### config.mk
export PLATFORM = sky130hd
export DESIGN_NAME = lbsc_free_stack
export DESIGN_NICKNAME = d
export VERILOG_FILES = /design/src/rtl/lbsc_pkg.sv /design/src/rtl/lbsc_free_stack.sv
export SDC_FILE = /design/constraint.sdc
export NUM_CORES = 1
export LEC_CHECK = 0
export BUFFER_PORTS_ARGS = -buffer_cell sky130_fd_sc_hd__buf_2
export CAP_MARGIN = 20
export CORE_ASPECT_RATIO = 1.1
export CORE_UTILIZATION = 60
export CTS_BUF_LIST = sky130_fd_sc_hd__clkbuf_4 sky130_fd_sc_hd__clkbuf_8 sky130_fd_sc_hd__clkbuf_16
export CTS_CLUSTER_DIAMETER = 50
export CTS_CLUSTER_SIZE = 24
export DETAILED_ROUTE_END_ITERATION = 10
export PLACE_DENSITY = 0.86
export SLEW_MARGIN = 20
export SYNTH_ARGS = -nofsm -noshare
export SYNTH_HDL_FRONTEND = slang
export SYNTH_SLANG_ARGS = --single-unit
### constraint.sdc
create_clock -name clock -period 3.55 [get_ports clock]
set_clock_uncertainty 0.1 [all_clocks]
set_input_delay 0.5325 -clock clock [delete_from_list [all_inputs] [get_ports clock]]
set_output_delay 0.5325 -clock clock [all_outputs]
set_load 0.005 [all_outputs]
### src/rtl/lbsc_pkg.sv
// ----------------------------------------------------------------------------
// lbsc_pkg: shared types and codes for the buffer slot cache
// Request kinds, response status codes and the controller state type.
// ----------------------------------------------------------------------------
package lbsc_pkg;

   localparam logic [1:0] KIND_LOOKUP   = 2'd0;
   localparam logic [1:0] KIND_OVERRIDE = 2'd1;
   localparam logic [1:0] KIND_UNCACHE  = 2'd2;

   localparam logic [1:0] ST_HIT     = 2'd0;
   localparam logic [1:0] ST_SEND    = 2'd1;
   localparam logic [1:0] ST_MISSING = 2'd2;

   typedef enum logic [1:0] {
      S_IDLE,
      S_EXEC,
      S_RESP
   } state_type;

endpackage

### src/rtl/lbsc_free_stack.sv
// ----------------------------------------------------------------------------
// lbsc_free_stack: free slot stack
// Stack of free slots; reset state is slot 0 on top, ascending below.
// ----------------------------------------------------------------------------
module lbsc_free_stack
   import lbsc_pkg::*;
#(
   parameter int Slots = 64,
   parameter int SlotW = 6
) (
   input  logic              clock,
   input  logic              reset,
   input  logic              pop,
   input  logic              push,
   input  logic [SlotW-1:0]  push_slot,
   output logic              empty,
   output logic [SlotW-1:0]  top_slot
);
   logic [SlotW-1:0] stack_ff [Slots];
   logic [SlotW:0]   count_ff;
   logic [SlotW:0]   low_ff;
   logic [SlotW-1:0] rd_ff;
   logic [SlotW-1:0] top_idx;
   logic             pop_ok, push_ok;

   assign top_idx = SlotW'(count_ff - 1'b1);
   assign empty   = (count_ff == '0);
   assign pop_ok  = pop && !empty;
   assign push_ok = push && !pop_ok && (count_ff < (SlotW+1)'(Slots));

   // Entries below the lowest count reached since reset were never written
   // and still hold their reset order, so slot Slots - count is on top there.
   // Otherwise the top is read through the register rd_ff; the controller never
   // uses the top after an update before rd_ff has taken up the new top.
   assign top_slot = (count_ff <= low_ff) ?
                     SlotW'((SlotW+1)'(Slots) - count_ff) : rd_ff;

   always_ff @(posedge clock) begin
      if (reset) begin
         count_ff <= (SlotW+1)'(Slots);
         low_ff   <= (SlotW+1)'(Slots);
      end else if (pop_ok) begin
         count_ff <= count_ff - 1'b1;
         if (count_ff == low_ff) begin
            low_ff <= count_ff - 1'b1;
         end
      end else if (push_ok) begin
         count_ff <= count_ff + 1'b1;
      end
   end

   always_ff @(posedge clock) begin
      if (!reset && push_ok) begin
         stack_ff[count_ff[SlotW-1:0]] <= push_slot;
      end
      rd_ff <= stack_ff[top_idx];
   end
endmodule

==> results of run 1 <==
cells by family (layout without fill, tap and decap cells):
| family | count (synthesis) | count (layout) | share of synthesized area [%] |
|---|---|---|---|
| AOI/OAI and AO/OA | 74 | 74 | 3.14 |
| xor gates and xnor gates | 11 | 11 | 0.641 |
| adders and majority gates | 10 | 10 | 0.772 |
| buffers and inverters | 52 | 99 | 1.51 |
| DFF | 404 | 404 | 73.7 |
| muxes | 139 | 139 | 16.2 |
| and+or+nand+nor | 144 | 144 | 4.13 |
sequential cells by signal, summed over array words and instances, names as in the netlist:
register	cells
stack_ff	384
count_ff	7
rd_ff	6
low_ff	7
synthesized netlist by cell type, types with 3 or more instances:
cell type and number:
xnor2_1 8, ha_1 10, o21ai_0 14, and3_1 8
nor2b_1 4, clkbuf_1 18, mux2i_1 24, dfxtp_1 20
inv_1 12, buf_6 3, mux4_2 96, mux2_2 19
o31ai_1 6, edfxtp_1 384, nand2_1 11, nor3_1 4
a22oi_1 13, and2_1 3, nand3_1 10, buf_2 15
a211oi_1 5, nor2_1 88, a221oi_1 3, nand2b_1 3
o22ai_1 18, a21oi_1 5
layout make-up:
type | count | area share (%)
clock buffers | 28 | 3.68
clock inverters | 16 | 0.894
inverters | 12 | 0.256
multi-input cells | 378 | 23.0
flip-flops and latches | 404 | 67.7
well taps | 352 | 2.50
repair buffers | 43 | 1.94
through the flow:
stage | instance area (um^2) | power [mW] | cells
after floorplan | 16200 | 7.36 | 834
after global placement | 16800 | 8.25 | 1189
after detailed placement | 16800 | 8.32 | 1189
after CTS | 17600 | 11.3 | 1233
after global routing | 17600 | 11.7 | 1233
final | 17600 | 11.3 | 1233
per-layer routing:
layer | vias to the layer above | track usage (%) | share of wire [%]
met1 | 4095 | 34.5 | 39
met4 | 0 | 8.25 | 3.6
met5 | - | 0 | 0
met2 | 365 | 40.7 | 50
met3 | 84 | 3.22 | 7.0
li1 | 3447 | - | -
power breakdown:
| group | total [mW] | internal, mW | switching [mW] |
|---|---|---|---|
| Clock | 2.98 | 1.39 | 1.59 |
| Sequential | 5.39 | 5.30 | 0.0857 |
| Combinational | 2.90 | 1.28 | 1.62 |
| Total | 11.3 | 7.97 | 3.30 |
worst register-to-register path: stages, from the launching register on:
cell	delay (ns)
dfxtp_4	0.37
inv_1	0.23
ha_4	0.20
nand2b_1	0.14
o41ai_4	0.29
nand2_2	0.12
nor3b_2	0.37
nand2_1	0.33
nor2_1	0.55
what timing repair did:
item	in CTS	in global routing
resized for setup	1	2
pin swaps	0	0
endpoints found under the hold margin	0	0
setup endpoints to repair	6	6
gates cloned	0	0
final timing paths:
check	endpoint	slack, ns	cells past startpoint
worst min-delay path	count_ff[4]$_SDFFE_PP0P_	0.26	2
worst max register to register	stack_ff[52][1]$_DFFE_PP_	0.50	8
worst max-delay path	top_slot[3]	0.19	5
worst min register to register	low_ff[2]$_SDFFE_PP0P_	0.40	2
==> run_results.csv, run 1 <==
group,metric,value,unit
critical_path,path_max_fanout,106,
cts,cts_buffer_depth,3,
critical_path,end_kind,"primary output",
yosys,synth_area,0.0162,mm^2
critical_path,path_class,"flop to primary output",
yosys,synth-seq-cells,404,
power,ir_worst_vdd,0.386,mV
critical_path,cp_cell_sequence,"buf_16 -> nor3_4 -> xnor2_2 -> mux2_2 -> buf_2",
yosys,synth.area.top_cells,"edfxtp_1 71%, mux4_2 13%, dfxtp_1 2.5%, nor2_1 2.0%, mux2i_1 1.5%",
placed_design,io_buffers,16,
yosys,yosys_most_used_dff,"edfxtp_1",
die,std_cell_rows,62,
route,drt_iter0_drc,922,
finish,final_common_cell,"edfxtp_1",
sta,tns,0,ns
sta,relSlewSlack,48.6,%
yosys,syn-num-nets,854,
yosys,synth_warnings,0,
sta,fmaxAchievable,298,MHz
sta,timing.hold.ws,0.264,ns
status,status,"finished clean",
finish,final-seq-area,0.0119,mm^2
finish,syn_to_final_growth,8.83,%
grt,grt.total_usage,24.7,%
cts,clock-sinks,404,
grt,first_global_vias,8221,
critical_path,path_buf_inv,2,
finish,multi_input_area,0.00406,mm^2
finish,diodes,0,
route,drt_first_pass_iters,5,
sta,hold_violations,0,
die,ios,17,
finish,final_cell_mix,"384 x edfxtp_1, 96 x mux4_2, 88 x nor2_1",
critical_path,startpoint_type,"flop",
yosys,syn_area_per_cell,19.4,um^2
critical_path,crit_path_top_delay_cell,"xnor2_2",
sta,slew_violations,0,
cts,postCtsSetupBuffers,0,
critical_path,critPathTopFamily,"buffers and inverters",
cts,cts-root-buf,"clkbuf_16",
finish,drive_above_1_share,24.4,%
route,totalWireLength,32200,um
cts,cts_tree,"done",
critical_path,r2r_start,"count_ff[0]$_SDFFE_PP0P_",
cts,cts-htree-levels,1,
route,drc,0,
sta,worst_pin_slew,0.771,ns
route,postRouteAntennaNets,0,
die,core_area,0.0263,mm^2
grt,grt_max_degree,107,
sta,setup_viol,0,
grt,overflow,0,
yosys,yosysTopAreaCell,"edfxtp_1",
sta,final.min_clock_period,3.36,ns
finish,nNetsFinal,884,
die,die_h,174,um
critical_path,cp.required,2.92,ns
critical_path,arrival,2.73,ns
yosys,ys_types,50,
finish,finish.utilization,67.0,%
grt,antenna_found_initial,0,
yosys,async_flop_share,0,%
grt,grt_pass1_wl,49700,um
sta,setup_slack,0.192,ns
finish,fill_cells,1578,
cts,cts_hold_buffers,0,
die,floorplan.initialDensity,61.6,%
sta,min_period_over_period,94.6,%
yosys,synth-seq-area-share,73.7,%
cts,clk_latency,0.55,ns
cts,numCtsBuffers,25,
power,power_leakage,5.49,nW
placed_design,hpwlAfterDp,19500,um
route,vias_per_cell,6.48,
critical_path,max_stage_delay,0.59,ns
placed_design,routabilityCongestion,0.898,
yosys,synth_edf_count,384,
route,dr_total_vias,7991,
hold_path,hp-class,"input port to flop",
placed_design,preCtsSetupSlack,0.464,ns
power,p_per_area,639,mW/mm^2
flow_run,drv_cap,0,
die,die_w,159,um
route,wl_per_cell,26.1,um
die,dieArea,0.0277,mm^2
hold_path,holdCritStartpoint,"reset",
yosys,synth_top_area_share,71.2,%
sta,rsz0062_at_grt,"no",
critical_path,crit_start,"count_ff[0]$_SDFFE_PP0P_",
yosys,netlist_instances,834,
cts,path_clk_slew,0.09,ns
Power figures use the tool's default switching activity.
==> run 2, diff against run 1 <==
--- a/config.mk
+++ b/config.mk
@@ -13,7 +13,7 @@
 export CTS_CLUSTER_DIAMETER = 50
 export CTS_CLUSTER_SIZE = 24
 export DETAILED_ROUTE_END_ITERATION = 10
-export PLACE_DENSITY = 0.86
+export PLACE_DENSITY = 0.76
 export SLEW_MARGIN = 20
 export SYNTH_ARGS = -nofsm -noshare
 export SYNTH_HDL_FRONTEND = slang
==> run 2 against run 1 <==
- combinational power hardly changed
- maximum frequency grew 1.3%
- final cell count increased by 2.8%
- critical path type unchanged
- clock-buffer cell count grew 10
- largest power group unchanged
- sequential cell count is the same
==> run_results.csv, run 2 (same netlist as run 1, synthesis figures left out) <==
group,metric,value,unit
sta,tns,0,ns
power,switchingPower,3.46,mW
sta,slew_violations,0,
critical_path,path_max_fanout,55,
route,wl_per_cell,26.4,um
hold_path,hp-class,"input port to flop",
die,ios,17,
finish,finalInstanceArea,0.0181,mm^2
cts,cts_hold_buffers,0,
die,die_w,159,um
sta,hold_violations,0,
grt,overflow,0,
cts,cts-htree-levels,2,
finish,diodes,0,
route,drt_iter0_drc,947,
route,totalWireLength,33400,um
placed_design,io_buffers,16,
route,drc,0,
die,die_h,174,um
finish,fill_cells,1584,
grt,antenna_found_initial,0,
cts,clock-sinks,404,
grt,grt_pass1_wl,51300,um
route,dr_total_vias,8175,
die,std_cell_rows,62,
power,combPwrFrac,23.8,%
sta,final.min_clock_period,3.32,ns
sta,setup_slack,0.234,ns
power,seqPwrFrac,44.2,%
finish,drive_above_1_share,27.2,%
finish,final_common_cell,"edfxtp_1",
power,p_int,8.71,mW
die,floorplan.initialDensity,61.6,%
placed_design,hpwlAfterDp,20300,um
grt,grt_max_degree,65,
power,finalPower,12.2,mW
sta,fmaxAchievable,302,MHz
route,drt-met1-wl,13500,um
flow_run,drv_cap,0,
die,dieArea,0.0277,mm^2
placed_design,routabilityCongestion,0.939,
power,ir_worst_vdd,0.408,mV
route,vias_per_cell,6.45,
cts,cts-root-buf,"clkbuf_16",
grt,first_global_vias,8362,
sta,rsz0062_at_grt,"no",
critical_path,path_class,"flop to primary output",
critical_path,startpoint_type,"flop",
route,routed.top_layer,"met4",
route,met3WireLength,2280,um
cts,cts_buffer_depth,3,
cts,numCtsBuffers,34,
power,p_per_area,671,mW/mm^2
placed_design,preCtsSetupSlack,0.425,ns
finish,final_cell_mix,"384 x edfxtp_1, 96 x mux4_2, 88 x nor2_1",
cts,clk_latency,0.52,ns
placed_design,place_area,0.0169,mm^2
critical_path,end_kind,"primary output",
power,clkPwrFrac,31.9,%
finish,final-seq-area,0.0119,mm^2
critical_path,cp.required,2.92,ns
route,postRouteAntennaNets,0,
power,power_leakage,5.77,nW
finish,syn_to_final_growth,11.8,%
sta,relSlewSlack,50.2,%
power,sw_frac_of_total,28.4,%
sta,worst_pin_slew,0.748,ns
cts,cts_tree,"done",
status,status,"finished clean",
die,core_area,0.0263,mm^2
sta,setup_viol,0,
finish,nNetsFinal,911,
sta,min_period_over_period,93.4,%
finish,largest_reg_flops,384,
route,drt_first_pass_iters,6,
grt,grt.total_usage,25.5,%
critical_path,arrival,2.68,ns
finish,multi_input_area,0.00406,mm^2
route,wl_met2,16800,um
cts,path_clk_slew,0.07,ns
-- run 2: cell types whose count changed in the layout (fill, tap and decap cells not counted), moves of 2 or more --
cell | before | now
buf_4 | 30 | 48
clkbuf_16 | 25 | 35
bufinv_16 | 0 | 3
clkinvlp_4 | 1 | 3
inv_8 | 4 | 6
-- run 2: timing repair --
item / CTS / global route
resized for setup: 0 / 1
endpoints found under the setup margin: 5 / 6
buffers inserted: 2 / 0
-- run 2: stage by stage --
stage / util (%) / hold WS [ns] / instances
finish: 68.9 / 0.287 / 1267
global route: 68.9 / 0.304 / 1267
CTS: 68.8 / 0.258 / 1267
detailed placement: 64.3 / 0.400 / 1205
global placement: 64.3 / 0.390 / 1205
floorplan: - / 0.371 / 834
-- run 2: path summary, 6_finish.rpt --
check | depth (start not counted) | to | slack (ns) | start
setup / recovery | 8 | top_slot[5] | 0.23 | count_ff[0]$_SDFFE_PP0P_
hold / removal | 2 | count_ff[5]$_SDFFE_PP0P_ | 0.29 | reset
setup reg to reg | 8 | stack_ff[36][0]$_DFFE_PP_ | 0.51 | count_ff[0]$_SDFFE_PP0P_
hold reg to reg | 2 | low_ff[5]$_SDFFE_PP0P_ | 0.41 | low_ff[5]$_SDFFE_PP0P_
-- run 2: critical path, stage by stage, from the launching register on --
cell and delay (ns):
dfxtp_4 0.34, buf_4 0.16, buf_12 0.23, or3_1 0.40
buf_4 0.21, nor2_1 0.22, xnor2_1 0.11, mux2_2 0.33
buf_2 0.14
-- run 2: area by class of cell --
class	count	area share (%)
Sequential cell	404	65.9
Multi-Input combinational cell	378	22.4
Clock buffer	38	4.96
Timing Repair Buffer	61	2.60
Tap cell	352	2.43
Clock inverter	22	1.49
Inverter	12	0.249
-- run 2: routing by layer --
metal	track usage (%)	up-vias
met1	35.8	4242
met2	41.4	361
met3	4.54	65
met4	7.61	0
met5	0	-
li1	-	3507
-- run 2: power by group through the flow --
stage	logic, mW	clock network, mW	registers (mW)
finish	2.90	3.89	5.38
global route	3.08	4.09	5.38
CTS	2.87	3.93	5.38
detailed placement	2.83	0	5.50
global placement	2.78	0	5.50
floorplan	1.92	0	5.44
