[src/rtl/lbsc_pkg.sv]
// ----------------------------------------------------------------------------
// lbsc_pkg: shared types and codes for the buffer slot cache
// Request kinds, response status codes and the controller state type.
// ----------------------------------------------------------------------------
package lbsc_pkg;

   localparam logic [1:0] KIND_LOOKUP   = 2'd0;
   localparam logic [1:0] KIND_OVERRIDE = 2'd1;
   localparam logic [1:0] KIND_UNCACHE  = 2'd2;

   localparam logic [1:0] ST_HIT     = 2'd0;
   localparam logic [1:0] ST_SEND    = 2'd1;
   localparam logic [1:0] ST_MISSING = 2'd2;

   typedef enum logic [1:0] {
      S_IDLE,
      S_EXEC,
      S_RESP
   } state_type;

endpackage

[src/rtl/lbsc_cell.sv]
// ----------------------------------------------------------------------------
// lbsc_cell: one cache entry
// Holds valid, id and stamp for one slot, compares the probe id, and folds
// its stamp into the minimum passed in from its lower neighbor, registering
// the result for its upper neighbor.
// ----------------------------------------------------------------------------
module lbsc_cell
   import lbsc_pkg::*;
#(
   parameter int SlotW = 6
) (
   input  logic              clock,
   input  logic              reset,
   input  logic [63:0]       probe_id,
   input  logic              wr_en,
   input  logic [63:0]       wr_stamp,
   input  logic              touch_en,
   input  logic              clr_en,
   input  logic [SlotW-1:0]  my_slot,
   input  logic              min_have_i,
   input  logic [63:0]       min_stamp_i,
   input  logic [SlotW-1:0]  min_slot_i,
   output logic              min_have_o,
   output logic [63:0]       min_stamp_o,
   output logic [SlotW-1:0]  min_slot_o,
   output logic              match
);
   logic             valid_ff;
   logic [63:0]      id_ff;
   logic [63:0]      stamp_ff;
   logic             take;
   logic             min_have_ff;
   logic [63:0]      min_stamp_ff;
   logic [SlotW-1:0] min_slot_ff;

   always_ff @(posedge clock) begin
      if (reset) begin
         valid_ff <= 1'b0;
      end else if (wr_en) begin
         valid_ff <= 1'b1;
      end else if (clr_en) begin
         valid_ff <= 1'b0;
      end
   end

   always_ff @(posedge clock) begin
      if (wr_en) begin
         id_ff <= probe_id;
      end
      if (wr_en || touch_en) begin
         stamp_ff <= wr_stamp;
      end
   end

   assign match = valid_ff && (id_ff == probe_id);
   // Strict compare keeps the lowest slot on equal stamps.
   assign take = valid_ff && (!min_have_i || (stamp_ff < min_stamp_i));

   always_ff @(posedge clock) begin
      if (reset) begin
         min_have_ff <= 1'b0;
      end else begin
         min_have_ff <= min_have_i || valid_ff;
      end
   end

   always_ff @(posedge clock) begin
      min_stamp_ff <= take ? stamp_ff : min_stamp_i;
      min_slot_ff  <= take ? my_slot : min_slot_i;
   end

   assign min_have_o  = min_have_ff;
   assign min_stamp_o = min_stamp_ff;
   assign min_slot_o  = min_slot_ff;
endmodule

[config.mk]
export PLATFORM = sky130hd
export DESIGN_NAME = lbsc_cell
export DESIGN_NICKNAME = d
export VERILOG_FILES = /design/src/rtl/lbsc_pkg.sv /design/src/rtl/lbsc_cell.sv
export SDC_FILE = /design/constraint.sdc
export NUM_CORES = 1
export LEC_CHECK = 0
export ABC_CLOCK_PERIOD_IN_PS = 2450
export BUFFER_PORTS_ARGS = -buffer_cell sky130_fd_sc_hd__buf_2
export CAP_MARGIN = 20
export CORE_MARGIN = 1
export CORE_UTILIZATION = 48
export DETAILED_ROUTE_END_ITERATION = 6
export MAX_ROUTING_LAYER = met4
export PLACE_DENSITY = 0.86
export SLEW_MARGIN = 20
export SYNTH_ARGS = -nofsm -noshare
export SYNTH_HDL_FRONTEND = slang
export SYNTH_SLANG_ARGS = --single-unit
export TNS_END_PERCENT = 100
[constraint.sdc]
create_clock -name clock -period 2.45 [get_ports clock]
set_input_delay 0.245 -clock clock [delete_from_list [all_inputs] [get_ports clock]]
set_output_delay 0.245 -clock clock [all_outputs]
set_load 0.05 [all_outputs]
==> run metrics, run 1 <==
DRC Markers 0; max cap viols 0; die height around 150 um; total wire length between 30 and 40 mm; die width around 150 um; initial antenna violation count 3; Ports between 200 and 300; Post-Syn Nets 1211; Clk Latency, worst-skew pair 0.44 ns; CP max FO 6; Total Neg Setup Slack -13.28 ns; Yosys Warn Count 0; clk slew on worst S/H paths 0.08 ns; Mapped Cells about 940; Required @ worst endpoint between 2 and 3 ns; skew final 0.0181 ns; HPWL Detailed 20.0 mm; pre-CTS setup slack -0.186 ns; Mean Syn Cell Area about 11 sq um; P_int 6.43 mW; CP Class reg2reg; pin slew with the least headroom to its limit between 1 and 1.5 ns; TritonCTS Buffers 17; cell area after synthesis roughly 10000 sq um; NumNets Final roughly 1600; share of layout cells above drive strength 1 40.5%; Static Leak between 6 and 7 nW; std cell rows 53; port buffer count ~280; drt first pass iters 5; Clock Tree Buf Depth 2; commonest cells after routing, fill and taps aside 279 x buf_2, 154 x nand2_1, 128 x edfxtp_1, 81 x inv_1, 71 x dfxtp_1; H-tree levels 4; combinational share of power 26.6%; Vias between 9000 and 10000; CTS tree yes; fin crit period approximately 2.7 ns; sequential share of the synthesized area just over 50%; Initial Util between 40% and 50%; outcome complete, but fails checks; endpoints failing setup 70; leading cell type in the layout, fill and taps excluded buf_2; #FFs+latches synth 200; Final Hold Fails 0; Slew HR between 30 and 40%; vias in the first global route a little over 9000; Slew Viols, Final 0; Final Non-Filler Cells around 1600; routability cong. 0.881; peak supply drop around 0.46 mV; Worst Setup End Kind flop; grt total ovfl 0; CTS root buf clkbuf_16; drt initial violations ~520; NetSw ~3.0 mW; Area Overhead vs Synth 41.8%; clock power share 30.0%; WP data arrival 3.01 ns; largest net degree at the start of global routing between 70 and 80; switching share of power between 30% and 40%; GRT Overall Usage 29.3%; DRT antenna net count 0; drt wl/cell around 21 um; unrepaired setup endpoints after global routing yes; share of the clock period used by the worst path 109%; Final WS setup -0.227 ns; hold crit path type in2reg; CP Launch Type flop; Yosys cell types 48; first-pass GRT wire length ~48 mm; fmax ~370 MHz; vias per cell between 5 and 6; dpl cells 1475; pwr dens 640 nW/um^2; Filler cells between 1000 and 1500; full die area 22300 sq um; core area approximately 21000 sq um; sequential cell fraction of total power a little over two fifths; failing checks negative setup slack; Clock Sinks 200
## cells in the mapped netlist (all sizes together)
| master | n | area share (%) |
|---|---|---|
| nand3 | 4 | 0.19 |
| xor2 | 5 | 0.42 |
| o2bb2ai | 2 | 0.17 |
| and3 | 1 | 0.060 |
| o21a | 4 | 0.29 |
| buf | 10 | 1.5 |
| o221ai | 2 | 0.17 |
| and4 | 3 | 0.25 |
| nand2b | 4 | 0.24 |
| xnor2 | 46 | 3.9 |
| nand4 | 22 | 1.3 |
| or4 | 1 | 0.072 |
| a311oi | 1 | 0.14 |
| ha | 63 | 7.6 |
| or2 | 1 | 0.060 |
| nor3 | 3 | 0.14 |
| a2bb2oi | 70 | 5.9 |
| a22oi | 6 | 0.43 |
| o22ai | 4 | 0.24 |
| o32ai | 1 | 0.084 |
| o211ai | 71 | 8.5 |
| dlygate4sd1 | 7 | 0.59 |
| a21o | 3 | 0.22 |
| a22o | 2 | 0.17 |
| a21oi | 21 | 1.0 |
| clkbuf | 35 | 1.3 |
| a221oi | 1 | 0.084 |
| nand2 | 155 | 5.6 |
| inv | 81 | 2.9 |
| a211oi | 4 | 0.38 |
| a21boi | 2 | 0.14 |
| and2 | 3 | 0.18 |
| nor2 | 8 | 0.29 |
| a211o | 2 | 0.17 |
| a2111o | 1 | 0.11 |
| nor4b | 1 | 0.084 |
| a221o | 3 | 0.29 |
| o21ai | 78 | 3.7 |
| edfxtp | 128 | 37 |
| dfxtp | 72 | 14 |
| nor4 | 7 | 0.56 |
## sequential cells by signal, indices dropped and copies added, names as in the netlist
name,flops
min_have_o,1
valid_ff,1
min_stamp_o,64
min_slot_o,6
stamp_ff,64
id_ff,64
## power by group through the flow
stage               clock [mW]  combinational, mW  sequential, mW
floorplan                    0              0.871            4.68
global placement             0               1.98            4.17
detailed placement           0               2.04            4.17
CTS                       2.87               2.35            4.10
global route              2.98               2.67            4.14
finish                    2.84               2.52            4.11
## logic make-up (layout without fill, tap and decap cells)
logic type	Yosys count	count (layout)	share of synthesized area, %
adders and majority gates	63	63	7.55
xor gates and xnor gates	51	51	4.28
other	0	3	0
and+or+nand+nor	213	213	9.03
AOI/OAI and AO/OA	278	278	22.2
buffers and inverters	133	537	6.31
DFF	200	200	50.7
## through the flow
step	hold slack (ns)	cell area, sq um	utilization [%]	power (mW)
2_1_floorplan	0.317	10400	-	5.55
3_3_place_gp	0.421	12200	57.8	6.15
3_5_place_dp	0.423	12200	57.8	6.21
4_1_cts	0.000376	14100	66.9	9.32
5_1_grt	0.00186	14800	69.9	9.79
6_report	0.0155	14800	69.9	9.47
## worst paths after layout
kind                     startpoint                      end  slack, ns  depth (start not counted)
min reg2reg   valid_ff$_SDFFE_PP0P_    min_have_o$_SDFF_PP0_       0.54                          2
max reg2reg  stamp_ff[50]$_DFFE_PP_  min_stamp_o[20]$_DFF_P_      -0.23                         10
min                    probe_id[24]      id_ff[24]$_DFFE_PP_       0.02                          1
max          stamp_ff[50]$_DFFE_PP_  min_stamp_o[20]$_DFF_P_      -0.23                         10
## layer usage
layer | vias up | share of wire, % | global-route usage (%)
met5 | - | 0 | -
met4 | 0 | 4.8 | 13.9
met3 | 131 | 8.5 | 5.30
met2 | 550 | 49 | 48.4
met1 | 4441 | 37 | 34.5
li1 | 4245 | - | -
## what timing repair did
| action | 4_1_cts | 5_1_grt |
|---|---|---|
| gates resized for setup | 67 | 110 |
| hold buffers | 69 | 1 |
| setup buffers | 18 | 4 |
| pin swaps | 19 | 45 |
| endpoints found under the setup margin | 71 | 71 |
| cloned | 8 | 11 |
| hold endpoints to repair | 70 | 1 |
## worst max-delay path, stage by stage, from the launching register on
cell	delay (ns)
edfxtp_1	0.46
ha_1	0.34
nand4_1	0.18
nor4_4	0.39
nand4_1	0.16
buf_6	0.16
a211oi_4	0.27
a211o_4	0.18
buf_4	0.17
clkbuf_16	0.17
o211ai_2	0.09
## final cells by class
type / instances / area [sq um] / share of cell area [%]
diodes: 3 / 7.51 / 0.0507
clock buffers: 17 / 425 / 2.88
clock inverters: 15 / 159 / 1.07
inverters: 81 / 304 / 2.06
multi-input cells: 605 / 5040 / 34.1
flip-flops and latches: 200 / 5290 / 35.8
well taps: 275 / 344 / 2.33
repair buffers: 424 / 3230 / 21.8
Note: power is estimated with default switching activity, not from simulation.
==> run 2, diff against run 1 <==
--- a/config.mk
+++ b/config.mk
@@ -12,7 +12,7 @@
 export CORE_UTILIZATION = 48
 export DETAILED_ROUTE_END_ITERATION = 6
 export MAX_ROUTING_LAYER = met4
-export PLACE_DENSITY = 0.86
+export PLACE_DENSITY = 0.77
 export SLEW_MARGIN = 20
 export SYNTH_ARGS = -nofsm -noshare
 export SYNTH_HDL_FRONTEND = slang
==> run 2 against run 1 <==
  * The run still ends with negative setup slack left
  * Core utilization down 3.6 points
  * Clock power up 1%
  * Worst setup slack better by 0.057 ns
  * Highest routed layer unchanged
==> run metrics, run 2 (synthesized netlist as in run 1, its figures left out) <==
outcome complete, but fails checks (unchanged); routability cong. 0.866 (was 0.881); Final Hold Fails 0 (unchanged); TritonCTS Buffers 17 (unchanged); skew final 0.0130 ns (was 0.0181 ns); hold crit path type in2reg (unchanged); Area Overhead vs Synth 34.5% (was 41.8%); core area 21200 sq um (unchanged); pwr dens 661 nW/um^2 (was 640 nW/um^2); vias per cell 5.59 (was 5.78); Clock Tree Buf Depth 2 (unchanged); grt total ovfl 0 (unchanged); drt initial violations 551 (was 516); die width 149 um (unchanged); peak supply drop 0.458 mV (was 0.460 mV); hold slack 0.0153 ns (was 0.0155 ns); clock power share 31.0% (was 30.0%); port buffer count 281 (unchanged); Final WS setup -0.170 ns (was -0.227 ns); Placement Cell Area 12200 sq um (about the same); share of the clock period used by the worst path 107% (was 109%); pin slew with the least headroom to its limit 1.01 ns (was 1.05 ns); Initial Util 49.3% (unchanged); max cap viols 0 (unchanged); NetSw 2.88 mW (was 3.05 mW); NumNets Final 1583 (was 1602); Worst Setup End Kind flop (unchanged); CTS root buf clkbuf_16 (unchanged); GRT Overall Usage 26.4% (was 29.3%); cell area after layout 14000 sq um (was 14800 sq um); Static Leak 6.43 nW (was 6.72 nW); fmax 382 MHz (was 374 MHz); vias in the first global route 8550 (was 9137); pre-CTS setup slack -0.124 ns (was -0.186 ns); combinational share of power 24.6% (was 26.6%); die height 149 um (unchanged); CP max FO 8 (was 6); CP Class reg2reg (unchanged); DRC Markers 0 (unchanged); H-tree levels 4 (unchanged); share of layout cells above drive strength 1 34.7% (was 40.5%); failing checks negative setup slack (unchanged); Required @ worst endpoint 2.81 ns (was 2.78 ns); P_int 6.39 mW (was 6.43 mW); CTS tree yes (unchanged); Slew HR 32.8% (was 30.1%); Worst path slowest cell edfxtp_1 (unchanged); Filler cells 1604 (was 1422); Ports 282 (unchanged); largest net degree at the start of global routing 72 (unchanged); unrepaired setup endpoints after global routing yes (unchanged); fin crit period 2.62 ns (was 2.68 ns); full die area 22300 sq um (unchanged); DRT antenna net count 0 (unchanged); switching share of power 31.1% (was 32.1%); total wire length 29.7 mm (was 34.4 mm); Final Non-Filler Cells 1603 (was 1620); CP Launch Type flop (unchanged); leading cell type in the layout, fill and taps excluded buf_2 (unchanged); Slew Viols, Final 0 (unchanged); HPWL Detailed 19.5 mm (was 20.0 mm); dpl cells 1475 (unchanged); initial antenna violation count 4 (was 3); endpoints failing setup 70 (unchanged); std cell rows 53 (unchanged); WP data arrival 2.98 ns (was 3.01 ns); Total Neg Setup Slack -9.81 ns (was -13.28 ns); sequential cell fraction of total power 44.4% (was 43.4%); first-pass GRT wire length 43.8 mm (was 48.4 mm); commonest cells after routing, fill and taps aside 280 x buf_2, 155 x nand2_1, 128 x edfxtp_1, 81 x inv_1, 77 x o21ai_0 (was 279 x buf_2, 154 x nand2_1, 128 x edfxtp_1, 81 x inv_1, 71 x dfxtp_1); Clk Latency, worst-skew pair 0.44 ns (about the same); Worst path max stage delay 0.41 ns (was 0.46 ns); worst path cell trace ha_1 -> nand4_1 -> nor3_1 -> a221o_1 -> a211o_1 -> a211o_4 -> buf_12 -> clkbuf_16 -> o211ai_2 (was ha_1 -> nand4_1 -> nor4_4 -> nand4_1 -> buf_6 -> a211oi_4 -> a211o_4 -> buf_4 -> clkbuf_16 -> o211ai_2); Total Power 9.27 mW (was 9.47 mW); Vias 8957 (was 9367); clk slew on worst S/H paths 0.08 ns (about the same); fin util 66.4% (was 69.9%); drt first pass iters 5 (unchanged); drt wl/cell 18.5 um (was 21.2 um); Clock Sinks 200 (unchanged)
[run 2: cell count changes in the layout (fill, tap and decap cells not counted), moves of 5 or more]
cell	before	now
a2bb2oi_2	32	0
buf_6	12	1
buf_12	15	8
dlygate4sd3_1	69	75
a2bb2oi_1	37	70
o21ai_2	23	0
clkbuf_16	25	20
o21ai_0	26	77
o21ai_1	27	1
[run 2: power by group through the flow]
stage	Sequential (mW)	Clock, mW	Combinational [mW]
2_1_floorplan	4.68	0	0.871
5_1_grt	4.15	3.05	2.44
3_3_place_gp	4.17	0	1.97
3_5_place_dp	4.18	0	2.02
4_1_cts	4.11	2.92	2.18
6_report	4.12	2.88	2.28
[run 2: cell type report]
type | count | area (sq um) | share of cell area, %
Sequential cell | 200 | 5290 | 37.7
Multi-Input combinational cell | 605 | 4710 | 33.6
Timing Repair Buffer | 405 | 2790 | 19.9
Clock buffer | 17 | 425 | 3.03
Tap cell | 275 | 344 | 2.45
Inverter | 81 | 304 | 2.17
Clock inverter | 15 | 164 | 1.17
Antenna cell | 5 | 12.5 | 0.0891
[run 2: path summary, 6_finish.rpt]
check	startpoint	to	slack, ns	cells past startpoint
min reg2reg	stamp_ff[0]$_DFFE_PP_	min_stamp_o[0]$_DFF_P_	0.55	2
max reg2reg	stamp_ff[54]$_DFFE_PP_	min_stamp_o[36]$_DFF_P_	-0.17	9
min	probe_id[13]	id_ff[13]$_DFFE_PP_	0.02	1
max	stamp_ff[54]$_DFFE_PP_	min_stamp_o[36]$_DFF_P_	-0.17	9
[run 2: critical path, delay by kind of cell, from the launching register on]
kind                       cells  cell delay [ns]
and+or+nand+nor                2             0.33
AOI/OAI and AO/OA              4             1.17
adders and majority gates      1             0.30
DFF                            1             0.41
buffers and inverters          2             0.34
[run 2: metal layers]
metal	up-vias	global-route usage, %	share of wire, %
li1	4186	-	-
met1	4270	32.8	40
met2	436	42.4	49
met3	65	5.24	8.3
met4	0	10.1	2.8
met5	-	-	0
[run 2: timing repair]
item,in CTS,in global routing
hold buffers,68,7
resized for setup,10,18
buffers inserted,5,6
gates cloned,3,3
pin swaps,6,16
setup endpoints to repair,71,71
endpoints found under the hold margin,69,7
